<file path="config.mk">
export PLATFORM = sky130hd
export DESIGN_NAME = ccmd_mul
export DESIGN_NICKNAME = d
export VERILOG_FILES = /design/src/design/assert_macros.svh /design/src/design/ccmd_pkg.sv /design/src/design/ccmd_mul.sv
export SDC_FILE = /design/constraint.sdc
export NUM_CORES = 2
export LEC_CHECK = 0
export BUFFER_PORTS_ARGS = -buffer_cell sky130_fd_sc_hd__buf_2
export CAP_MARGIN = 20
export CORE_MARGIN = 1
export CORE_UTILIZATION = 66
export CTS_CLUSTER_SIZE = 20
export DETAILED_ROUTE_END_ITERATION = 7
export PLACE_DENSITY_LB_ADDON = 0.25
export SLEW_MARGIN = 5
export SYNTH_ARGS = -nofsm -noshare
export SYNTH_HDL_FRONTEND = slang
export SYNTH_SLANG_ARGS = --single-unit
</file>
<file path="constraint.sdc">
create_clock -name clk -period 18.6 [get_ports clk]
set_clock_uncertainty 0.05 [all_clocks]
set_input_delay 0.93 -clock clk [delete_from_list [all_inputs] [get_ports clk]]
set_output_delay 0.93 -clock clk [all_outputs]
set_load 0.02 [all_outputs]
</file>
<file path="src/design/assert_macros.svh">
// Assertion macros shared by the color matrix RTL.
// Needs signals clk and rst_n in the scope where a macro is used.
`ifndef ASSERT_MACROS_SVH
`define ASSERT_MACROS_SVH

// Overlapping implication, checked out of reset.
`define CCMD_ASSERT_IMP(lbl, ante, cons, msg) \
  lbl: assert property (@(posedge clk) disable iff (!rst_n) (ante) |-> (cons)) else $error(msg);

// Non-overlapping implication: the consequent is checked in the following cycle.
`define CCMD_ASSERT_NXT(lbl, ante, cons, msg) \
  lbl: assert property (@(posedge clk) disable iff (!rst_n) (ante) |=> (cons)) else $error(msg);

`endif

</file>
<file path="src/design/ccmd_pkg.sv">
// Package for the camera color matrix derivation block.
// Holds number formats, the fixed ProPhoto matrix, sequencer types and helpers.
package ccmd_pkg;

  localparam int COEF_FRAC_BITS = 20;
  localparam int WORK_FRAC_BITS = 32;
  localparam int COEF_W = 24;
  localparam int WORK_W = 48;
  localparam int MAG_W  = WORK_W - 1;
  localparam int IDX_W  = 4;

  localparam logic [WORK_W-1:0] WORK_MAX = {1'b0, {MAG_W{1'b1}}};
  localparam logic [WORK_W-1:0] WORK_ONE = WORK_W'(64'd1 << WORK_FRAC_BITS);

  localparam int RF_DEPTH = 36;
  localparam int RF_AW    = 6;
  localparam logic [RF_AW-1:0] C_BASE = RF_AW'(0);
  localparam logic [RF_AW-1:0] P_BASE = RF_AW'(9);
  localparam logic [RF_AW-1:0] E_BASE = RF_AW'(18);

  function automatic logic [WORK_W-1:0] ppm_to_work(longint unsigned ppm);
    longint unsigned t;
    t = ((ppm << WORK_FRAC_BITS) + 64'd500000) / 64'd1000000;
    return t[WORK_W-1:0];
  endfunction

  localparam logic [WORK_W-1:0] PRO_M [9] = '{
    ppm_to_work(529317), ppm_to_work(330092), ppm_to_work(140588),
    ppm_to_work(98368),  ppm_to_work(873465), ppm_to_work(28169),
    ppm_to_work(16879),  ppm_to_work(117663), ppm_to_work(865457)
  };

  typedef enum logic [2:0] {
    ST_IDLE, ST_ISSUE, ST_OPER, ST_WAIT, ST_WB, ST_EMIT
  } state_t;

  typedef enum logic [3:0] {
    PH_PROD, PH_NORM, PH_GRAM, PH_IDENT, PH_PIVOT,
    PH_PDIV, PH_FACT, PH_ELIM, PH_OUT, PH_SING
  } phase_t;

  function automatic logic [MAG_W-1:0] mag_of(logic signed [WORK_W-1:0] v);
    logic [WORK_W-1:0] m;
    m = v[WORK_W-1] ? WORK_W'(-v) : WORK_W'(v);
    return m[MAG_W-1:0];
  endfunction

  function automatic logic signed [WORK_W-1:0] sat_add(logic signed [WORK_W-1:0] a,
                                                       logic signed [WORK_W-1:0] b);
    logic signed [WORK_W:0] s;
    logic signed [WORK_W:0] lim;
    lim = $signed({1'b0, WORK_MAX});
    s = $signed({a[WORK_W-1], a}) + $signed({b[WORK_W-1], b});
    if (s > lim) s = lim;
    if (s < -lim) s = -lim;
    return s[WORK_W-1:0];
  endfunction

endpackage

</file>
<file path="src/design/ccmd_mul.sv">
// Shared multiplier: signed work-format product, rounded and saturated.
// Four 24x24 partial products, one per cycle; depends on ccmd_pkg.
module ccmd_mul (
  input  logic                                  clk,
  input  logic                                  rst_n,
  input  logic                                  start,
  input  logic signed [ccmd_pkg::WORK_W-1:0]    op_a,
  input  logic signed [ccmd_pkg::WORK_W-1:0]    op_b,
  output logic                                  done,
  output logic signed [ccmd_pkg::WORK_W-1:0]    result
);
  import ccmd_pkg::*;

  localparam int H = 24;
  localparam int PW = 2 * MAG_W;

  logic [MAG_W-1:0]  ma_r, mb_r;
  logic              neg_r;
  logic [PW-1:0]     acc_r;
  logic [2:0]        cnt_r;
  logic              busy_r, done_r;
  logic signed [WORK_W-1:0] res_r;

  logic [H-1:0]      a_sel, b_sel;
  logic [2*H-1:0]    pp;
  logic [PW-1:0]     pp_sh;
  logic [PW:0]       rnd;
  logic [PW-WORK_FRAC_BITS:0] q;
  logic [WORK_W-1:0] qs;

  always_comb begin
    a_sel = cnt_r[1] ? H'(ma_r[MAG_W-1:H]) : ma_r[H-1:0];
    b_sel = cnt_r[0] ? H'(mb_r[MAG_W-1:H]) : mb_r[H-1:0];
    pp    = a_sel * b_sel;
    case (cnt_r[1:0])
      2'd0:    pp_sh = PW'(pp);
      2'd3:    pp_sh = PW'(pp) << (2 * H);
      default: pp_sh = PW'(pp) << H;
    endcase
    rnd = {1'b0, acc_r} + (PW+1)'(64'd1 << (WORK_FRAC_BITS - 1));
    q   = rnd[PW:WORK_FRAC_BITS];
    qs  = (q > (PW-WORK_FRAC_BITS+1)'(WORK_MAX)) ? WORK_MAX : WORK_W'(q);
  end

  always_ff @(posedge clk) begin
    if (!rst_n) begin
      busy_r <= 1'b0;
      done_r <= 1'b0;
      cnt_r  <= '0;
    end else begin
      done_r <= 1'b0;
      if (start) begin
        busy_r <= 1'b1;
        cnt_r  <= '0;
      end else if (busy_r) begin
        if (cnt_r == 3'd4) begin
          busy_r <= 1'b0;
          done_r <= 1'b1;
        end else begin
          cnt_r <= cnt_r + 3'd1;
        end
      end
    end
  end

  always_ff @(posedge clk) begin
    if (start) begin
      ma_r  <= mag_of(op_a);
      mb_r  <= mag_of(op_b);
      neg_r <= op_a[WORK_W-1] ^ op_b[WORK_W-1];
      acc_r <= '0;
    end else if (busy_r) begin
      if (cnt_r == 3'd4) begin
        res_r <= neg_r ? -$signed(qs) : $signed(qs);
      end else begin
        acc_r <= acc_r + pp_sh;
      end
    end
  end

  assign done   = done_r;
  assign result = res_r;

endmodule

</file>
## Yosys cells after proc, flatten, opt, wreduce, memory -nomap -nowiden

Index checks and enable logic that the tools add are counted.

| storage, ports and cells | value |
|---|---|
| bits in registers | 242 |
| output and inout port bits | 49 |
| logic and storage cells | 39 |

| operators by class | value |
|---|---|
| add/sub/neg operators | 6 |
| multipliers | 1 |
| order comparisons | 1 |
| equal/unequal tests | 2 |
| multiplexer cells | 11 |
| bitwise gates (word level) | 5 |
| reduce and logical (&&, ||, !) cells | 5 |

Operator list:

| cell | count |
|---|---|
| 94-bit one-hot mux with 2 select lines | 1 |
| 48-bit two-way mux | 2 |
| 94-bit by 32-bit adder with 95-bit output (second input constant) | 1 |
| 94-bit adder | 1 |
| 47-bit two-way mux | 2 |
| 47-bit negator | 2 |
| 63-bit by 47-bit greater-than comparator with 1-bit output (second input constant) | 1 |
| 24-bit by 24-bit multiplier with 48-bit output | 1 |
| 24-bit two-way mux | 2 |
| 48-bit negator | 1 |
| 1-bit two-way mux | 4 |
| 1-bit inverter | 4 |
| 3-bit by 1-bit adder with 3-bit output (second input constant) | 1 |
| 3-bit == test (second input constant) | 1 |
| 3-bit AND reduction | 1 |
| 3-bit OR reduction | 1 |
| 2-bit == test (second input constant) | 1 |
| 2-bit zero test | 1 |
| 2-bit AND reduction | 1 |
| 2-bit OR reduction | 1 |
| 1-bit XOR | 1 |

## Logic depth before layout (Yosys ltp)

| logic depth | value |
|---|---|
| word-level depth | 5 |
| mapped depth | 50 |

## Worst setup path after synthesis

Ideal clock, no wire load.

| path | value |
|---|---|
| kind | register -> register |
| start point | register cnt_r[0] |
| end point | register acc_r[91] |
| setup time | 117 ps |
| data arrival time | 11487 ps |
| setup slack | 6946 ps |
| stages on the path, launching flop included | 46 |
| buffers on the path | 4 |
| clock period less this slack | 11654 ps |
| path through | dfxtp_1 clkbuf_1 clkbuf_1 buf_1 mux2i_1 clkbuf_1 nor2_1 fa_1 fa_1 inv_1 fa_1 fa_1 inv_1 fa_1 fa_1 inv_1 fa_1 inv_1 [10 not listed] a2111oi_0 xnor2_1 a2bb2o_1 ha_1 nand4_1 inv_1 a221oi_1 o221ai_1 a21oi_1 nand2_1 a31oi_1 o221ai_1 a311oi_1 o21ai_1 a41oi_1 o31ai_1 xor2_1 a22o_1 |

| between the ends | value |
|---|---|
| cells in the longest elaborated chain, start to end | 4 |

RTL lines:

| element | RTL line | text |
|---|---|---|
| from (decl) | ccmd_mul.sv:20 | `logic [2:0] cnt_r;` |
| from (signal assigned) | ccmd_mul.sv:60 | `cnt_r <= cnt_r + 3'd1;` |
| 24-bit two-way mux | ccmd_mul.sv:33 | `b_sel = cnt_r[0] ? H'(mb_r[MAG_W-1:H]) : mb_r[H-1:0];` |
| 24-bit by 24-bit multiplier with 48-bit output | ccmd_mul.sv:34 | `pp = a_sel * b_sel;` |
| 94-bit one-hot mux with 2 select lines | ccmd_mul.sv:35 | `case (cnt_r[1:0])` |
| 94-bit adder | ccmd_mul.sv:76 | `acc_r <= acc_r + pp_sh;` |
| to (signal assigned) | ccmd_mul.sv:76 |  |
| to (decl) | ccmd_mul.sv:19 | `logic [PW-1:0] acc_r;` |

Several ways; a longest one is shown, not always the timed one.
A chain may end at the register's enable or synchronous reset.

## Worst setup path after layout

| path | value |
|---|---|
| start point | register cnt_r[1] |
| end point | register acc_r[91] |

| between the ends | value |
|---|---|
| cells in the longest elaborated chain, start to end | 4 |

RTL lines:

| element | RTL line | text |
|---|---|---|
| 24-bit two-way mux | ccmd_mul.sv:32 | `a_sel = cnt_r[1] ? H'(ma_r[MAG_W-1:H]) : ma_r[H-1:0];` |
| 24-bit by 24-bit multiplier with 48-bit output | ccmd_mul.sv:34 |  |
| 94-bit one-hot mux with 2 select lines | ccmd_mul.sv:35 |  |
| 94-bit adder | ccmd_mul.sv:76 |  |

Several ways; a longest one is shown, not always the timed one.

==> results by group <==
STA
  • Fin. Hold Viols: 0
  • Setup TNS: 0 ns
  • RSZ-0062 raised after global routing: false
  • Final Slew Violations: 0
  • Slew headroom: between 20 and 25%
  • Post-layout min period: approximately 14 ns
  • Period utilisation layout: between 70% and 80%
  • Endpoints failing setup: 0
  • Fmax: between 70 and 80 MHz
  • Hold slack final: slightly above 0.4 ns
  • Slew of the pin with the lowest slew margin: 1.12 ns

Layout
  • FF/Latch Area: about 6300 µm²
  • Multi-input logic area: between 20,000 and 30,000 µm²
  • Final non-filler cell total: 5,306
  • Fill cells: about 4,500
  • Area growth syn-to-layout: 6.17%
  • Final instance area: around 40,000 µm²
  • Share of layout cells above drive strength 1: under 10%
  • Final nets: between 5,000 and 6,000

Drt
  • Drt first pass iters: 7
  • WL per Instance: between 20 and 25 µm
  • Initial drt markers: between 3,000 and 4,000
  • Vias per cell: 6.25
  • DRC violations left: 0
  • Routed Antenna Nets: 0
  • Routed wire length: 116,000 µm
  • Vias: between 30,000 and 40,000

Setup path
  • Critical Path RT: 19.03 ns
  • Critical Path AT: between 10 and 15 ns
  • Crit path max-delay cell type: mux2i_2
  • Reg-to-Reg End: acc_r[91]$_SDFFE_PP0P_
  • Delay-heaviest family, CP: compound AO/OA/AOI/OAI gates
  • Crit-path max FO: 50
  • R2R Path Start: cnt_r[1]$_SDFFE_PP0P_
  • CP max stage delay: 0.93 ns
  • CP bufs+invs: 5
  • Reg2Reg Setup Slack: between 4 and 5 ns
  • Cell mode on critical path: fa_1
  • CP Class: reg2reg
  • Worst setup SP type: flip-flop
  • FF-to-FF path depth: 42
  • CP Capture Type: flip-flop

Placed design
  • Placer Congestion: 1.03
  • IO buf count: ~150
  • Dpl cells: between 5,000 and 6,000
  • Final HPWL DP: 92,100 µm
  • Area of placed instances: 39,200 µm²

Yosys
  • Mapped Nets: 5,348
  • Synth Warn #: 0
  • Synthesized area per cell: around 8.4 µm²
  • Seq/Total Area, Yosys: between 10% and 20%
  • Async SR Flop Fraction: 0%
  • Ys flop type: edfxtp_1
  • #FFs+latches synth: around 240
  • Synth unique cells: 90
  • Synth Cell Area: ~38,000 µm²
  • EDFF count, synth: 143
  • Synthesized instance count: 4,492

Global routing
  • Largest net degree at the start of global routing: between 70 and 80
  • First-pass GRT wire length: between 150,000 and 200,000 µm
  • Tot GR Track Use: a little over 40%
  • Gr ovfl total: 0
  • Vias in the first global route: 31,600
  • Initial antenna violation count: 7

Worst hold path
  • Hold Path Cell Cnt: 2
  • Hold endpoint: acc_r[22]$_SDFFE_PP0P_
  • Worst Min Path Start: acc_r[22]$_SDFFE_PP0P_
  • Min-Delay Path Class: reg2reg

Die
  • Row cnt: 87
  • Die ar.: 58,200 µm²
  • Starting density of the core: between 60% and 70%
  • Core ar.: ~56,000 µm²
  • Die W: between 200 and 250 µm
  • # IOs: 148
  • Die Span Y: 241 µm

Clock network
  • Clock buffer depth: 3
  • H-Tree Depth: 1
  • Cts hold-fix bufs: 0
  • CTS root buf: clkbuf_16
  • CTS clock-pin slew for the worst setup and hold paths: 0.06 ns
  • PostCTS Resize Cnt: 0
  • CTS tree: built
  • Sink Count: between 200 and 250
  • CTS buffer count: 28
  • Clock latency on the worst-skew pair: roughly 0.6 ns
  • Setup Buffers After CTS: 0

Job
  • Max-cap viol count: 0

Run status
  • Status: finished, final reports clean
==> cells in the mapped netlist, types with 26 or more instances <==
master / number / area (µm²)
a21o_1: 77 / 578
a21oi_1: 260 / 1300
a22o_1: 30 / 263
and2_1: 60 / 375
and3_1: 32 / 200
clkbuf_1: 178 / 668
dfxtp_1: 99 / 1980
edfxtp_1: 143 / 4290
fa_1: 483 / 9670
ha_1: 274 / 3430
inv_1: 609 / 2290
mux2_2: 45 / 507
mux2i_1: 47 / 470
nand2_1: 631 / 2370
nand2b_1: 26 / 163
nand3_1: 71 / 355
nand4_1: 40 / 250
nor2_1: 448 / 1680
nor3_1: 59 / 295
o21ai_0: 137 / 686
o31ai_1: 33 / 248
or3_1: 32 / 200
xnor2_1: 200 / 1750
xor2_1: 95 / 832
==> through the flow <==
stage,setup slack (ns),utilization [%]
after detailed placement,5.29,69.3
after global routing,4.26,71.0
after floorplan,6.95,-
after global placement,5.50,69.3
final,5.00,71.0
after CTS,5.20,71.0
==> cell families after synthesis <==
family	count (synthesis)	share of synthesized area, %
flops	242	16.6
compound gates	770	13.0
fa+ha+maj	757	34.7
mux	94	2.65
buf+inv	814	8.15
xor+xnor	295	6.84
simple gates	1520	18.1
==> state kept, by name, indices dropped and copies added, names as in the netlist <==
register  count
mb_r         47
neg_r         1
cnt_r         3
done          1
acc_r        94
busy_r        1
ma_r         47
result       48
==> cell type report <==
| class | count | area share, % |
|---|---|---|
| Clock buffer | 34 | 1.80 |
| Clock inverter | 17 | 0.487 |
| Inverter | 612 | 5.73 |
| Tap cell | 756 | 2.36 |
| Timing Repair Buffer | 207 | 2.97 |
| Antenna cell | 2 | 0.0125 |
| Sequential cell | 242 | 15.7 |
| Multi-Input combinational cell | 3436 | 71.0 |
==> worst max-delay path by stage <==
stage	startpoint	end	slack, ns	cells after the start
2_1_floorplan	cnt_r[0]$_SDFFE_PP0P_	acc_r[91]$_SDFFE_PP0P_	6.95	45
3_3_place_gp	cnt_r[1]$_SDFFE_PP0P_	acc_r[91]$_SDFFE_PP0P_	5.50	42
3_5_place_dp	cnt_r[1]$_SDFFE_PP0P_	acc_r[91]$_SDFFE_PP0P_	5.29	42
4_1_cts	cnt_r[1]$_SDFFE_PP0P_	acc_r[91]$_SDFFE_PP0P_	5.20	42
5_1_grt	cnt_r[0]$_SDFFE_PP0P_	acc_r[91]$_SDFFE_PP0P_	4.26	42
6_report	cnt_r[1]$_SDFFE_PP0P_	acc_r[91]$_SDFFE_PP0P_	5.00	42
==> cells in the final DEF (no fill, tap or decap), types with 13 or more instances in the layout <==
cell,instances
o22ai_1,23
a211oi_1,20
buf_2,146
nand3_1,71
inv_1,609
or4_1,18
o21a_1,19
nand2_1,630
o31ai_1,33
o21bai_1,25
mux2i_1,40
nor2_1,448
a31oi_1,22
and4_1,13
o21ai_0,137
xor2_1,95
and3_1,32
a21oi_1,260
xnor2_1,200
fa_1,483
mux2_2,45
o41ai_1,17
edfxtp_1,143
nand4_1,40
or2_2,16
or3_1,32
o211ai_1,18
nor4_1,14
buf_4,60
dfxtp_1,97
a21o_1,77
a22o_1,30
and2_1,59
ha_1,274
nor2b_1,24
clkbuf_16,28
nand2b_1,26
nor3_1,58
==> tightest hold or removal path, delay by kind of cell, from the launching register on <==
kind               cells  cell delay (ns)
DFF                    1             0.31
AOI/OAI and AO/OA      1             0.05
and+or+nand+nor        1             0.05
==> layer usage <==
metal / track usage [%] / part of all wire, % / vias to the layer above / wire, µm
met5: 0 / 0.046 / - / 53
met4: 14.1 / 4.1 / 8 / 4710
met3: 12.7 / 13 / 364 / 15600
met2: 59.8 / 43 / 2017 / 49800
met1: 55.7 / 40 / 15900 / 46100
li1: - / - / 14900 / -
Power is left out: the tool's default activity adds up to more than one toggle a clock period on the data nets, which glitch-free logic cannot reach.
