**src/design/assert_macros.svh**
```systemverilog
// Assertion macros shared by the color matrix RTL.
// Needs signals clk and rst_n in the scope where a macro is used.
`ifndef ASSERT_MACROS_SVH
`define ASSERT_MACROS_SVH

// Overlapping implication, checked out of reset.
`define CCMD_ASSERT_IMP(lbl, ante, cons, msg) \
  lbl: assert property (@(posedge clk) disable iff (!rst_n) (ante) |-> (cons)) else $error(msg);

// Non-overlapping implication: the consequent is checked in the following cycle.
`define CCMD_ASSERT_NXT(lbl, ante, cons, msg) \
  lbl: assert property (@(posedge clk) disable iff (!rst_n) (ante) |=> (cons)) else $error(msg);

`endif

```
**src/design/ccmd_pkg.sv**
```systemverilog
// Package for the camera color matrix derivation block.
// Holds number formats, the fixed ProPhoto matrix, sequencer types and helpers.
package ccmd_pkg;

  localparam int COEF_FRAC_BITS = 20;
  localparam int WORK_FRAC_BITS = 32;
  localparam int COEF_W = 24;
  localparam int WORK_W = 48;
  localparam int MAG_W  = WORK_W - 1;
  localparam int IDX_W  = 4;

  localparam logic [WORK_W-1:0] WORK_MAX = {1'b0, {MAG_W{1'b1}}};
  localparam logic [WORK_W-1:0] WORK_ONE = WORK_W'(64'd1 << WORK_FRAC_BITS);

  localparam int RF_DEPTH = 36;
  localparam int RF_AW    = 6;
  localparam logic [RF_AW-1:0] C_BASE = RF_AW'(0);
  localparam logic [RF_AW-1:0] P_BASE = RF_AW'(9);
  localparam logic [RF_AW-1:0] E_BASE = RF_AW'(18);

  function automatic logic [WORK_W-1:0] ppm_to_work(longint unsigned ppm);
    longint unsigned t;
    t = ((ppm << WORK_FRAC_BITS) + 64'd500000) / 64'd1000000;
    return t[WORK_W-1:0];
  endfunction

  localparam logic [WORK_W-1:0] PRO_M [9] = '{
    ppm_to_work(529317), ppm_to_work(330092), ppm_to_work(140588),
    ppm_to_work(98368),  ppm_to_work(873465), ppm_to_work(28169),
    ppm_to_work(16879),  ppm_to_work(117663), ppm_to_work(865457)
  };

  typedef enum logic [2:0] {
    ST_IDLE, ST_ISSUE, ST_OPER, ST_WAIT, ST_WB, ST_EMIT
  } state_t;

  typedef enum logic [3:0] {
    PH_PROD, PH_NORM, PH_GRAM, PH_IDENT, PH_PIVOT,
    PH_PDIV, PH_FACT, PH_ELIM, PH_OUT, PH_SING
  } phase_t;

  function automatic logic [MAG_W-1:0] mag_of(logic signed [WORK_W-1:0] v);
    logic [WORK_W-1:0] m;
    m = v[WORK_W-1] ? WORK_W'(-v) : WORK_W'(v);
    return m[MAG_W-1:0];
  endfunction

  function automatic logic signed [WORK_W-1:0] sat_add(logic signed [WORK_W-1:0] a,
                                                       logic signed [WORK_W-1:0] b);
    logic signed [WORK_W:0] s;
    logic signed [WORK_W:0] lim;
    lim = $signed({1'b0, WORK_MAX});
    s = $signed({a[WORK_W-1], a}) + $signed({b[WORK_W-1], b});
    if (s > lim) s = lim;
    if (s < -lim) s = -lim;
    return s[WORK_W-1:0];
  endfunction

endpackage

```
**src/design/ccmd_div.sv**
```systemverilog
// Shared divider: signed work-format quotient, rounded and saturated.
// Restoring division, one quotient bit per cycle; depends on ccmd_pkg.
module ccmd_div (
  input  logic                                  clk,
  input  logic                                  rst_n,
  input  logic                                  start,
  input  logic signed [ccmd_pkg::WORK_W-1:0]    num,
  input  logic signed [ccmd_pkg::WORK_W-1:0]    den,
  output logic                                  done,
  output logic signed [ccmd_pkg::WORK_W-1:0]    result
);
  import ccmd_pkg::*;

  localparam int NW = MAG_W + WORK_FRAC_BITS;

  logic [NW-1:0]     num_r;
  logic [MAG_W-1:0]  ub_r;
  logic [WORK_W-1:0] rem_r;
  logic [WORK_W-1:0] q_r;
  logic [6:0]        pos_r;
  logic              neg_r, over_r, busy_r, fin_r, done_r;
  logic signed [WORK_W-1:0] res_r;

  logic [WORK_W:0]   r2;
  logic              ge;
  logic              rnd_up;
  logic [WORK_W:0]   qf;
  logic [WORK_W-1:0] qm;

  always_comb begin
    r2     = {rem_r, num_r[NW-1]};
    ge     = r2 >= (WORK_W+1)'(ub_r);
    rnd_up = {rem_r, 1'b0} >= (WORK_W+1)'(ub_r);
    qf     = (WORK_W+1)'(q_r) + (WORK_W+1)'(rnd_up);
    qm     = (over_r || qf > (WORK_W+1)'(WORK_MAX)) ? WORK_MAX : qf[WORK_W-1:0];
  end

  always_ff @(posedge clk) begin
    if (!rst_n) begin
      busy_r <= 1'b0;
      fin_r  <= 1'b0;
      done_r <= 1'b0;
    end else begin
      done_r <= 1'b0;
      fin_r  <= 1'b0;
      if (start) begin
        busy_r <= 1'b1;
      end else if (busy_r && pos_r == '0) begin
        busy_r <= 1'b0;
        fin_r  <= 1'b1;
      end
      if (fin_r) done_r <= 1'b1;
    end
  end

  always_ff @(posedge clk) begin
    if (start) begin
      num_r  <= {mag_of(num), {WORK_FRAC_BITS{1'b0}}};
      ub_r   <= mag_of(den);
      neg_r  <= num[WORK_W-1] ^ den[WORK_W-1];
      rem_r  <= '0;
      q_r    <= '0;
      over_r <= 1'b0;
      pos_r  <= 7'(NW - 1);
    end else if (busy_r) begin
      num_r <= num_r << 1;
      rem_r <= ge ? WORK_W'(r2 - (WORK_W+1)'(ub_r)) : r2[WORK_W-1:0];
      q_r   <= {q_r[WORK_W-2:0], ge && (pos_r < 7'(MAG_W))};
      if (ge && pos_r >= 7'(MAG_W)) over_r <= 1'b1;
      pos_r <= pos_r - 7'd1;
    end else if (fin_r) begin
      res_r <= neg_r ? -$signed(qm) : $signed(qm);
    end
  end

  assign done   = done_r;
  assign result = res_r;

endmodule

```
**config.mk**
```make
export PLATFORM = sky130hd
export DESIGN_NAME = ccmd_div
export DESIGN_NICKNAME = d
export VERILOG_FILES = /design/src/design/assert_macros.svh /design/src/design/ccmd_pkg.sv /design/src/design/ccmd_div.sv
export SDC_FILE = /design/constraint.sdc
export NUM_CORES = 1
export LEC_CHECK = 0
export BUFFER_PORTS_ARGS = -buffer_cell sky130_fd_sc_hd__buf_4
export CAP_MARGIN = 20
export CORE_MARGIN = 2
export CORE_UTILIZATION = 55
export CTS_BUF_LIST = sky130_fd_sc_hd__clkbuf_8
export DETAILED_ROUTE_END_ITERATION = 6
export GPL_TIMING_DRIVEN = 0
export PLACE_DENSITY = 0.77
export SYNTH_ARGS = -nofsm -noshare
export SYNTH_HDL_FRONTEND = slang
export SYNTH_SLANG_ARGS = --single-unit
export TNS_END_PERCENT = 10
```
**constraint.sdc**
```tcl
create_clock -name clk -period 5.6 [get_ports clk]
set_clock_uncertainty 0.1 [all_clocks]
set_input_delay 0 -clock clk [delete_from_list [all_inputs] [get_ports clk]]
set_output_delay 0 -clock clk [all_outputs]
set_load 0.01 [all_outputs]
```
Word-level counts from Yosys, hierarchy flattened

Index checks and enable logic that the tools add are counted.

Reductions and logical operators: 10
Bitwise logic cells: 4
Multiplexer cells: 11
Order comparisons: 5
$add $sub $neg: 6

Operator list:

| kind                                                                               | count |
|---|---|
| 79-bit 2-to-1 mux                                                                  | 2 |
| 48-bit 2-to-1 mux                                                                  | 3 |
| 49-bit by 47-bit >= comparator with 1-bit output                                   | 2 |
| 47-bit 2-to-1 mux                                                                  | 2 |
| 47-bit negator                                                                     | 2 |
| 48-bit by 1-bit adder with 49-bit output                                           | 1 |
| 49-bit by 47-bit greater-than comparator with 1-bit output (second input constant) | 1 |
| 48-bit negator                                                                     | 1 |
| 48-bit by 47-bit subtractor with 48-bit output                                     | 1 |
| 7-bit by 6-bit >= comparator with 1-bit output (second input constant)             | 1 |
| 7-bit zero test                                                                    | 1 |
| 7-bit by 6-bit less-than comparator with 1-bit output (second input constant)      | 1 |
| 7-bit by 1-bit subtractor with 7-bit output (second input constant)                | 1 |
| 1-bit 2-to-1 mux                                                                   | 4 |
| 2-bit nonzero test                                                                 | 2 |
| 1-bit logical AND                                                                  | 3 |
| 1-bit NOT                                                                          | 3 |
| 3-bit AND reduction                                                                | 1 |
| 2-bit AND reduction                                                                | 1 |
| 2-bit OR reduction                                                                 | 1 |
| 1-bit logical OR                                                                   | 1 |
| 1-bit XOR                                                                          | 1 |

Bits in registers: 250
Input port bits: 99
Output and inout bits: 49

Longest topological paths before layout

Gate-level depths: netlist of run 1.

Depth after elaboration: 7
Gate-level depth with buffers: 31
Gate-level depth less buffers: 28

Worst setup path after synthesis of run 1

No wires, ideal clock.

Path type: reg2reg
Start point: register ub_r[34]
End point: register res_r[36] (netlist: result[36]) (data pin)
Data arrival time: 5.804 ns
Required time: 5.246 ns
Setup slack: -0.558 ns
Period minus slack after synthesis: 6.158 ns
Stages on the path, launching flop included: 30
Cell sequence: edfxtp_1 -> inv_1 -> ha_1 -> clkbuf_1 -> a21oi_1 -> o21ai_0 -> a31oi_1 -> o21ai_0 -> a2111oi_0 -> nand3_1 -> o21bai_1 -> ha_1 -> ha_1 -> buf_2 -> and2_1 -> and3_1 -> a31o_2 -> or3_1 -> clkbuf_1 -> clkbuf_1 -> nor2_1 -> ha_1 -> o21ai_0 -> nor3_1 -> nand4b_1 -> nor4_2 -> nand3_1 -> o311ai_1 -> o41ai_1 -> a21o_1

Longest elaborated chain between the ends: 7

RTL lines:

| element                                                    | line           | RTL |
|---|---|---|
| start: declaration                                         | ccmd_div.sv:17 | `logic [MAG_W-1:0] ub_r;` |
| start signal: assignment                                   | ccmd_div.sv:59 | `ub_r <= mag_of(den);` |
| 49-bit by 47-bit >= comparator with 1-bit output (*)       | ccmd_div.sv:33 | `rnd_up = {rem_r, 1'b0} >= (WORK_W+1)'(ub_r);` |
| 48-bit by 1-bit adder with 49-bit output (*)               | ccmd_div.sv:34 | `qf = (WORK_W+1)'(q_r) + (WORK_W+1)'(rnd_up);` |
| 49-bit by 47-bit greater-than comparator with 1-bit output | ccmd_div.sv:35 | `qm = (over_r \|\| qf > (WORK_W+1)'(WORK_MAX)) ? WORK_MAX : qf[WORK_W-1:0];` |
| 1-bit logical OR                                           | ccmd_div.sv:35 |  |
| 48-bit 2-to-1 mux (*)                                      | ccmd_div.sv:35 |  |
| 48-bit negator                                             | ccmd_div.sv:72 | `res_r <= neg_r ? -$signed(qm) : $signed(qm);` |
| 48-bit 2-to-1 mux (*)                                      | ccmd_div.sv:72 |  |
| end signal: assignment                                     | ccmd_div.sv:72 |  |
| end: declaration                                           | ccmd_div.sv:22 | `logic signed [WORK_W-1:0] res_r;` |

Mark *: on every way between the ends. The rest lies on a longest branch, timed or not.
A chain may end at the register's enable or synchronous reset.

Final worst setup path of run 1

Start point: register ub_r[22]
End point: register res_r[36] (netlist: result[36]) (data pin)

Same word-level chain as after synthesis.

==> results.md, run 1 <==
- Status: complete, but fails checks
- Violated checks: negative setup slack
- Part of the cycle the worst path needs: 102%
- Top Ports: approximately 150
- Cell Area, Placed: 18700 um2
- Yosys warns: 0
- Largest net degree at the start of global routing: 50
- Area contributors post-synth: edfxtp_1 25%, dfxtp_1 13%, xnor2_1 5.9%
- Rows: between 60 and 70
- Commonest non-fill, non-tap cells in the layout: 224 x nor2_1, 185 x buf_4, 162 x dlygate4sd3_1, 143 x edfxtp_1, 139 x a21oi_1
- Worst min-delay path class: in -> reg
- R2R cell count: 25
- Core area: between 30000 and 40000 um2
- CP peak stage delay: 0.44 ns
- Top-area cell type share of the netlist area: between 20 and 30%
- Die Wd: 179 um
- Syn Nets: 2073
- Routed WL per cell: approximately 18 um
- Hold Path Origin: den[47]
- First-pass GRT wire length: just under 80000 um
- Antenna Violating Nets Remaining: 0
- Hold EP: ub_r[13]
- Max IR drop VDD: approximately 0.17 mV
- CTS HTree Levels: 2
- Critical path type: reg -> reg
- Initial antenna violation count: 0
- Clk buf depth: 3
- Syn Area/Cell: around 8.8 um2
- Worst-Skew Late Latency: about 0.56 ns
- CP endpoint kind: register
- Worst-Margin Slew: between 0.9 and 1 ns
- Crit-path max FO: 4
- TritonCTS buffer count: 41
- Initial Utilization: between 50 and 60%
- CTS Sinks: between 200 and 300
- 1st-iter DRT viols: roughly 1200
- Synthesis-to-finish area growth: 29.1%
- CP Launch Point: ub_r[22]
- Cell area after synthesis: between 15000 and 20000 um2
- Final instance area: about 22000 um2
- RR Startpoint: ub_r[22]
- Worst path arrival time: roughly 6 ns
- Relative max-transition margin: between 30% and 40%
- Clock slew seen by the registers of the worst setup and hold paths: approximately 0.070 ns
- Number of flops mapped to enable cells by yosys: around 140
- Grt ovf: 0
- #FFs+latches synth: 250
- Post-layout min period: 5.69 ns
- CTS tree: built
- Cell variety after synth: 80
- Post-route setup slack: -0.0900 ns
- Commonest non-fill, non-tap cell in the layout: nor2_1
- Seq/Total Area, Yosys: 38.0%
- Pwr dens: 263 nW/um2
- Max Fclk: 176 MHz
- Die Span Y: ~180 um
- CP most frequent cell: ha_4
- Number of global-route vias before repair: 15700
- Leak: about 0.0089 uW
- Hold depth: 3
- GRT Total Usage: 29.5%
- Share of layout cells above drive strength 1: 16.4%
- Mapped Cells: ~1900
- # diodes: 0
- TNS Setup: -0.291 ns
- Root buf cell: clkbuf_8
- Total Wirelength: 49400 um
- RSZ-0062 raised after global routing: yes
- Slew Viols, Final: 0
- Max-cap violations: 0
- Remaining DRCs: 0
- Yosys top cell by area: edfxtp_1
- Die ar.: 32200 um2
- DR vias: roughly 16000
- Final setup violation count: 4
- CP Data Required Time: around 6 ns
- Worst r2r dst: result[36]
- Dominant synthesized flop cell: edfxtp_1
- Dpl hpwl: ~33000 um
- Ys async rst share: 0%
- Via/cell ratio: 5.94
- Critical path launch point type: register
- Nets: 2457
- GPL Wtd Cong: around 0.95
- Internal reg-to-reg setup slack: -0.09 ns
- # port buffers: ~150
- CP max stage cell: or3_4
- Final Hold Fails: 0
- First drt pass iteration count: 6
-- report_power, final --
part	switching, uW	internal [uW]	total (uW)
sequential	75.3	2110	2190
clock	751	852	1600
combinational	1080	872	1960
-- repair_timing --
item / in CTS / in global routing
hold endpoints to repair: 145 / 0
gates resized for setup: 67 / 31
pin swaps: 21 / 18
hold buffers: 162 / 0
endpoints found under the setup margin: 43 / 26
buffers inserted: 33 / 6
-- state kept, by name (all words and copies together) (netlist names) --
name,count
fin_r,1
over_r,1
result,48
q_r,48
done,1
rem_r,48
busy_r,1
neg_r,1
ub_r,47
num_r,47
pos_r,7
-- logic make-up (layout without fill, tap and decap cells) --
kind of cell	count (synthesis)	count (layout)	synth area share, %
flops	250	250	38.0
xor+xnor	207	207	10.7
simple gates	639	639	19.0
buf+inv	195	611	4.43
fa+ha+maj	56	56	4.18
compound gates	489	489	18.8
mux	82	82	4.94
-- Yosys cell counts, types with 10 or more instances --
cell type	instances
a21o_1	47
o31ai_1	31
and3_1	23
buf_2	14
o21ai_0	75
inv_1	80
xnor2_1	115
o21bai_1	11
xor2_1	92
mux2_2	13
a31oi_1	15
nor3_1	38
nor2b_1	20
nor2_1	226
a22oi_1	10
nand3_1	45
o41ai_1	22
dfxtp_1	107
a211oi_1	47
nand2_1	119
nand2b_1	20
a21oi_1	150
ha_1	55
clkbuf_1	88
nor4_1	14
nand4_1	31
mux2i_1	69
or4_1	21
or3_1	27
edfxtp_1	143
buf_1	13
-- area by class of cell --
| class | count | area [um2] |
|---|---|---|
| tap | 396 | 495 |
| inverter | 80 | 300 |
| fill | 2258 | 8560 |
| clock inverter | 29 | 183 |
| multi-input combinational | 1473 | 10300 |
| sequential | 250 | 6440 |
| clock buffer | 46 | 633 |
| timing repair buffer | 348 | 3030 |
| buffer | 108 | 467 |
-- critical path, delay by kind of cell (launching register included) --
kind            cells  cell delay [ns]
flops               1             0.38
compound gates     10             1.96
buf+inv             2             0.27
fa+ha+maj           4             0.76
simple gates        9             2.07
-- layer usage --
layer	part of all wire, %	GRT usage, %	vias up
met2	48	51.1	652
met1	41	35.8	7632
met3	5.8	4.70	180
met4	4.5	14.5	0
li1	-	-	7765
met5	0	0	-
-- worst max-delay path by stage --
stage,slack [ns],to,cells after the start
5_1_grt,-0.25,result[34],26
3_5_place_dp,-1.57,result[44],28
2_1_floorplan,0.003,result[36],29
3_3_place_gp,-1.48,result[44],28
4_1_cts,-0.07,result[44],26
6_report,-0.09,result[36],25
-- through the flow --
stage,utilization [%],power [uW],hold slack [ns],std cells,worst slack (ns)
global route,71.9,6030,0.0753,2730,-0.247
global placement,61.3,3780,0.111,2460,-1.48
CTS,71.2,5650,0.00621,2725,-0.0686
floorplan,-,3370,-0.00113,1918,0.00265
detailed placement,61.4,3810,0.113,2461,-1.57
finish,71.9,5750,0.0721,2730,-0.0900
Power figures use the tool's default switching activity.
==> run 2, diff against run 1 <==
--- a/config.mk
+++ b/config.mk
@@ -12,7 +12,7 @@
 export CTS_BUF_LIST = sky130_fd_sc_hd__clkbuf_8
 export DETAILED_ROUTE_END_ITERATION = 6
 export GPL_TIMING_DRIVEN = 0
-export PLACE_DENSITY = 0.77
+export PLACE_DENSITY_LB_ADDON = 0.2
 export SYNTH_ARGS = -nofsm -noshare
 export SYNTH_HDL_FRONTEND = slang
 export SYNTH_SLANG_ARGS = --single-unit
==> run 2 against run 1 <==
  * The run still ends with negative setup slack left
  * Clock power grew 14%
  * Non-clock buffer count grew 40
  * Critical endpoint unchanged
  * Highest routed layer unchanged
  * Largest power group unchanged
  * Sequential share of layout area shrank 0.76 points
  * Via count grew 2.0%
  * Global-route usage grew 0.34 points
==> results.md, run 2 (synthesized netlist as in run 1, its figures left out) <==
- Worst-Margin Slew: 1.03 ns (+0.0616 ns)
- Final instance area: 22500 um2 (+2.7%)
- RR Startpoint: ub_r[36]
- R2R cell count: 27 (+8.0%)
- Commonest non-fill, non-tap cell in the layout: nor2_1
- Hold_ws: 0.0432 ns (-0.0289 ns)
- Share of layout cells above drive strength 1: 19.0% (+2.6 points)
- Max-cap violations: 0 (unchanged)
- CTS Sinks: 250 (unchanged)
- Cell Area, Placed: 18700 um2 (unchanged)
- Hold Path Origin: den[47]
- Worst min-delay path class: in -> reg
- GPL Wtd Cong: 0.935 (-1.8%)
- Total Wirelength: 51000 um (+3.3%)
- Max Fclk: 175 MHz (-0.23%)
- Critical path launch point type: register
- Dpl hpwl: 33400 um (+2.2%)
- Slew Viols, Final: 0 (unchanged)
- Die Span Y: 179 um (unchanged)
- Routed WL per cell: 18.4 um (+1.6%)
- Internal reg-to-reg setup slack: -0.10 ns (about the same)
- Metal-1 WL: 20800 um (+2.0%)
- Crit path capture: result[36]
- Root buf cell: clkbuf_8
- Antenna Violating Nets Remaining: 0 (unchanged)
- CP endpoint kind: register
- TritonCTS buffer count: 43 (+4.9%)
- Critical path type: reg -> reg
- Relative max-transition margin: 31.3% (-4.2 points)
- CTS HTree Levels: 2 (unchanged)
- Largest net degree at the start of global routing: 50 (unchanged)
- Part of the cycle the worst path needs: 102% (+0.24 points)
- Final core occ: 73.8% (+1.9 points)
- First-pass GRT wire length: 79900 um (+1.2%)
- DR top layer: met4
- Die Wd: 179 um (unchanged)
- Number of global-route vias before repair: 15800 (+0.27%)
- Status: complete, but fails checks
- Commonest non-fill, non-tap cells in the layout: 223 x nor2_1, 221 x buf_4, 157 x dlygate4sd3_1, 143 x edfxtp_1, 137 x a21oi_1
- Core area: 30400 um2 (unchanged)
- Initial antenna violation count: 0 (unchanged)
- Worst r2r dst: result[36]
- Routed length on met3: 3000 um (+5.1%)
- Worst path arrival time: 5.91 ns (-0.10 ns)
- Via/cell ratio: 5.97 (+0.38%)
- Clock slew seen by the registers of the worst setup and hold paths: 0.06 ns (about the same)
- Final setup violation count: 7 (+3)
- Synthesis-to-finish area growth: 32.6%
- Hold depth: 3 (unchanged)
- GRT Total Usage: 29.9% (+0.34 points)
- CP Launch Point: ub_r[36]
- Clk buf depth: 3 (unchanged)
- Max IR drop VDD: 0.171 mV (-1.4%)
- DR vias: 16600 (+2.0%)
- # port buffers: 146 (unchanged)
- Die ar.: 32200 um2 (unchanged)
- Tot Pwr: 6130 uW (+6.6%)
- 1st-iter DRT viols: 1389 (+12%)
- Pwr dens: 273 nW/um2 (+3.8%)
- Met2 wire length: 24700 um (+3.4%)
- Rows: 64 (unchanged)
- Post-layout min period: 5.70 ns (+0.0132 ns)
- Nets: 2499 (+1.7%)
- Crit-path max FO: 5 (+1)
- CP Data Required Time: 5.80 ns (-0.12 ns)
- Final Hold Fails: 0 (unchanged)
- Violated checks: negative setup slack
- CTS tree: built
- Grt ovf: 0 (unchanged)
- Worst-Skew Late Latency: 0.56 ns (about the same)
- RSZ-0062 raised after global routing: yes
- Remaining DRCs: 0 (unchanged)
- Post-route setup slack: -0.103 ns (-0.0132 ns)
- Leak: 0.00924 uW (+3.5%)
- First drt pass iteration count: 5 (-1)
- Top Ports: 148 (unchanged)
- # diodes: 0 (unchanged)
- Initial Utilization: 55.7% (unchanged)
run 2: changes by cell type in the layout (fill, tap and decap cells not counted), moves of 3 or more:
cell           before  now
bufinv_16           2    5
ha_1               41   36
buf_4             185  221
dlygate4sd3_1     162  157
inv_2               6    9
inv_1              89   85
buf_6               1   16
ha_4               11   14
run 2: area by class of cell:
cell class	instances	area, um2
plain buffers	103	418
clock buffers	50	688
clock inverters	30	272
fillers	2181	7980
inverters	80	300
multi-input cells	1473	10400
flip-flops and latches	250	6440
well taps	396	495
repair buffers	393	3410
run 2: critical path: stages, from the launching register on:
cell       delay, ns
edfxtp_1        0.37
inv_2           0.08
ha_4            0.22
a21oi_4         0.18
o21ai_2         0.09
a31oi_2         0.18
o21ai_2         0.11
a2111oi_4       0.34
nand3_2         0.17
o21bai_4        0.25
ha_4            0.20
ha_4            0.18
and2_4          0.17
and3_4          0.16
a31o_4          0.21
or3_4           0.45
nor2_4          0.16
ha_4            0.16
o21ai_4         0.07
nor3_4          0.13
nand4b_1        0.13
buf_6           0.16
nor4_4          0.27
nand3_2         0.15
buf_6           0.16
o311ai_4        0.28
o41ai_2         0.12
a21o_1          0.17
run 2: timing repair:
item | CTS | global route
setup endpoints to repair | 43 | 33
hold endpoints to repair | 145 | 0
gates resized for setup | 63 | 70
buffers inserted | 70 | 21
hold buffers | 157 | 0
pin swaps | 30 | 39
run 2: worst min-delay path by stage:
stage	to	slack, ns
finish	ub_r[13]	0.04
global route	ub_r[13]	0.05
CTS	ub_r[18]	0.002
detailed placement	ub_r[0]	0.12
global placement	ub_r[0]	0.12
floorplan	ub_r[0]	-0.001
run 2: where the power goes:
part	internal [uW]	switching (uW)
logic	972	1140
registers	2110	74.8
clock network	1050	773
run 2: per-stage QoR:
step,worst slack (ns),std cells,setup TNS [ns]
5_1_grt,-0.315,2775,-2.46
3_5_place_dp,-1.50,2461,-30.98
3_3_place_gp,-1.56,2460,-32.17
4_1_cts,-0.166,2762,-0.854
6_report,-0.103,2775,-0.311
2_1_floorplan,0.00265,1918,0
run 2: routing by layer:
metal / GRT usage, % / vias up
li1: - / 7858
met2: 52.6 / 717
met1: 36.7 / 7808
met4: 12.7 / 0
met3: 3.97 / 177
met5: 0 / -
==> run 3, diff against run 2 <==
--- a/config.mk
+++ b/config.mk
@@ -5,12 +5,12 @@
 export SDC_FILE = /design/constraint.sdc
 export NUM_CORES = 1
 export LEC_CHECK = 0
-export BUFFER_PORTS_ARGS = -buffer_cell sky130_fd_sc_hd__buf_4
 export CAP_MARGIN = 20
 export CORE_MARGIN = 2
 export CORE_UTILIZATION = 55
 export CTS_BUF_LIST = sky130_fd_sc_hd__clkbuf_8
 export DETAILED_ROUTE_END_ITERATION = 6
+export DONT_BUFFER_PORTS = 1
 export GPL_TIMING_DRIVEN = 0
 export PLACE_DENSITY_LB_ADDON = 0.2
 export SYNTH_ARGS = -nofsm -noshare
==> run 3 against run 2 <==
  * The flow still finishes with violations (negative setup slack)
  * Cell area fell by 6.4%
  * Critical endpoint unchanged
  * Sequential power barely moved
  * Flip-flop and latch count did not move
  * Wire length fell by 3.0%
  * Setup slack got worse by 0.12 ns
  * Sequential share of layout area rose by 2.0 points
  * Global-route usage fell by 0.38 points
  * First-iteration DRC count fell by 10%
  * Critical path depth fell by 1
==> results.md, run 3 (synthesized netlist as in run 1, its figures left out) <==
- Root buf cell: clkbuf_8
- Clock slew seen by the registers of the worst setup and hold paths: 0.06 ns (about the same)
- CTS HTree Levels: 2 (unchanged)
- GPL Wtd Cong: 0.947 (+1.2%)
- Die Wd: 179 um (unchanged)
- Status: complete, but fails checks
- Clk buf depth: 3 (unchanged)
- TritonCTS buffer count: 42 (-2.3%)
- Max IR drop VDD: 0.181 mV (+6.3%)
- First drt pass iteration count: 6 (+1)
- Final core occ: 69.1% (-4.7 points)
- Filler cell count: 2341 (+7.3%)
- DR vias: 15800 (-4.4%)
- # port buffers: 0 (-100%)
- Dpl ws: -1.47 ns (+0.0309 ns)
- Final Hold Fails: 0 (unchanged)
- Core area: 30400 um2 (unchanged)
- Slew Viols, Final: 0 (unchanged)
- CTS tree: built
- Critical path launch point type: register
- GRT Total Usage: 29.5% (-0.38 points)
- Die Span Y: 179 um (unchanged)
- Final Non-Filler Cells: 2590 (-6.7%)
- Max Fclk: 172 MHz (-2.1%)
- Number of global-route vias before repair: 15600 (-1.0%)
- Grt met3 use: 4.01% (+0.041 points)
- CTS Sinks: 250 (unchanged)
- Crit-path max FO: 5 (unchanged)
- Met2 global-route usage: 51.9% (-0.67 points)
- GR peak layer: met2
- Routing usage on met1: 36.3% (-0.41 points)
- 1st-iter DRT viols: 1246 (-10%)
- Pwr dens: 284 nW/um2 (+4.0%)
- Final setup violation count: 10 (+3)
- Grt ovf: 0 (unchanged)
- Nets: 2315 (-7.4%)
- Post-layout min period: 5.82 ns (+0.121 ns)
- Violated checks: negative setup slack
- Initial antenna violation count: 1 (+1)
- CP Data Required Time: 5.80 ns (about the same)
- Part of the cycle the worst path needs: 104% (+2.2 points)
- Multi-input logic area: 10300 um2 (-1.0%)
- Synthesis-to-finish area growth: 24.1%
- Share of layout cells above drive strength 1: 10.9% (-8.1 points)
- Via/cell ratio: 6.11 (+2.5%)
- Worst min-delay path class: in -> reg
- RSZ-0062 raised after global routing: yes
- CP endpoint kind: register
- Die ar.: 32200 um2 (unchanged)
- Dpl hpwl: 33100 um (-1.0%)
- Post-route setup slack: -0.225 ns (-0.121 ns)
- Largest net degree at the start of global routing: 50 (unchanged)
- Routed WL per cell: 19.1 um (+3.9%)
- Worst-Margin Slew: 0.951 ns (-0.0756 ns)
- Remaining DRCs: 0 (unchanged)
- Top Ports: 148 (unchanged)
- Flip-flop and latch area: 6440 um2 (about the same)
- Initial Utilization: 55.7% (unchanged)
- Relative max-transition margin: 36.2% (+4.8 points)
- Rows: 64 (unchanged)
- Commonest non-fill, non-tap cell in the layout: nor2_1
- Commonest non-fill, non-tap cells in the layout: 224 x nor2_1, 169 x dlygate4sd3_1, 143 x edfxtp_1, 139 x a21oi_1, 114 x xnor2_1
- Total Wirelength: 49400 um (-3.0%)
- Leak: 0.00830 uW (-10%)
- Cell Count Post-Placement: 2316 (-5.9%)
- Max-cap violations: 0 (unchanged)
- Antenna Violating Nets Remaining: 0 (unchanged)
- Tot Pwr: 5960 uW (-2.7%)
- Worst path arrival time: 6.03 ns (+0.12 ns)
- Critical path type: reg -> reg
- First-pass GRT wire length: 79100 um (-1.0%)
- Worst-Skew Late Latency: 0.54 ns (-0.02 ns)
## run 3: changes by cell type in the layout (fill, tap and decap cells not counted), sizes merged
cell         delta
clkinvlp        -1
clkinv          +1
buf           -199
inv             -2
dlygate4sd3    +12
clkbuf          +1
bufinv          +2
diode           +1
## run 3: area by class of cell
type / count / area share [%]
Multi-Input combinational cell: 1473 / 49.1
Sequential cell: 250 / 30.6
Timing Repair Buffer: 206 / 9.66
Clock buffer: 47 / 3.08
Tap cell: 396 / 2.36
Buffer: 107 / 2.20
Clock inverter: 30 / 1.48
Inverter: 80 / 1.43
Antenna cell: 1 / 0.0119
## run 3: repair_timing
item	in CTS	in global routing
endpoints found under the hold margin	146	0
pin swaps	26	38
endpoints found under the setup margin	42	24
resized for setup	68	37
hold buffers	170	0
setup buffers	26	8
## run 3: per-stage QoR
stage	hold WS (ns)	TNS [ns]	cell area, um2
2_1_floorplan	-0.00113	0	17100
3_3_place_gp	-0.000815	-29.87	17600
3_5_place_dp	-0.000746	-29.69	17600
4_1_cts	0.00424	-0.134	20800
5_1_grt	0.0638	-3.47	21000
6_report	0.0673	-1.05	21000
## run 3: report_power, final
part           switching [uW]  internal, uW  total, uW
Sequential               73.6          2110       2190
Combinational            1080           849       1930
Clock                     751          1100       1850
## run 3: final timing paths
| check | startpoint | to | slack (ns) | cells past startpoint |
|---|---|---|---|---|
| setup / recovery | ub_r[22] | result[36] | -0.22 | 26 |
| hold / removal | rst_n | fin_r | 0.07 | 3 |
| setup reg to reg | ub_r[22] | result[36] | -0.22 | 26 |
| hold reg to reg | fin_r | done | 0.36 | 1 |
## run 3: worst max-delay path, cell delays in order (launching register included)
cell      delay, ns
edfxtp_1       0.43
inv_2          0.09
ha_4           0.21
a21o_1         0.17
a21o_1         0.19
a21oi_2        0.17
a21oi_2        0.09
o41ai_2        0.33
nand3_1        0.20
o21bai_4       0.25
ha_4           0.20
ha_4           0.17
and2_4         0.17
and3_4         0.15
a31o_4         0.22
or3_4          0.45
nor2_4         0.14
ha_4           0.17
o21ai_4        0.07
nor3_4         0.17
nand4b_1       0.22
nor4_4         0.34
nand3_2        0.13
buf_6          0.16
o311ai_4       0.30
o41ai_2        0.12
a21o_1         0.17
## run 3: layer usage
metal,vias up,wire length (um)
li1,7510,-
met1,7451,20500
met2,694,24200
met3,181,2700
met4,0,2060
met5,-,0
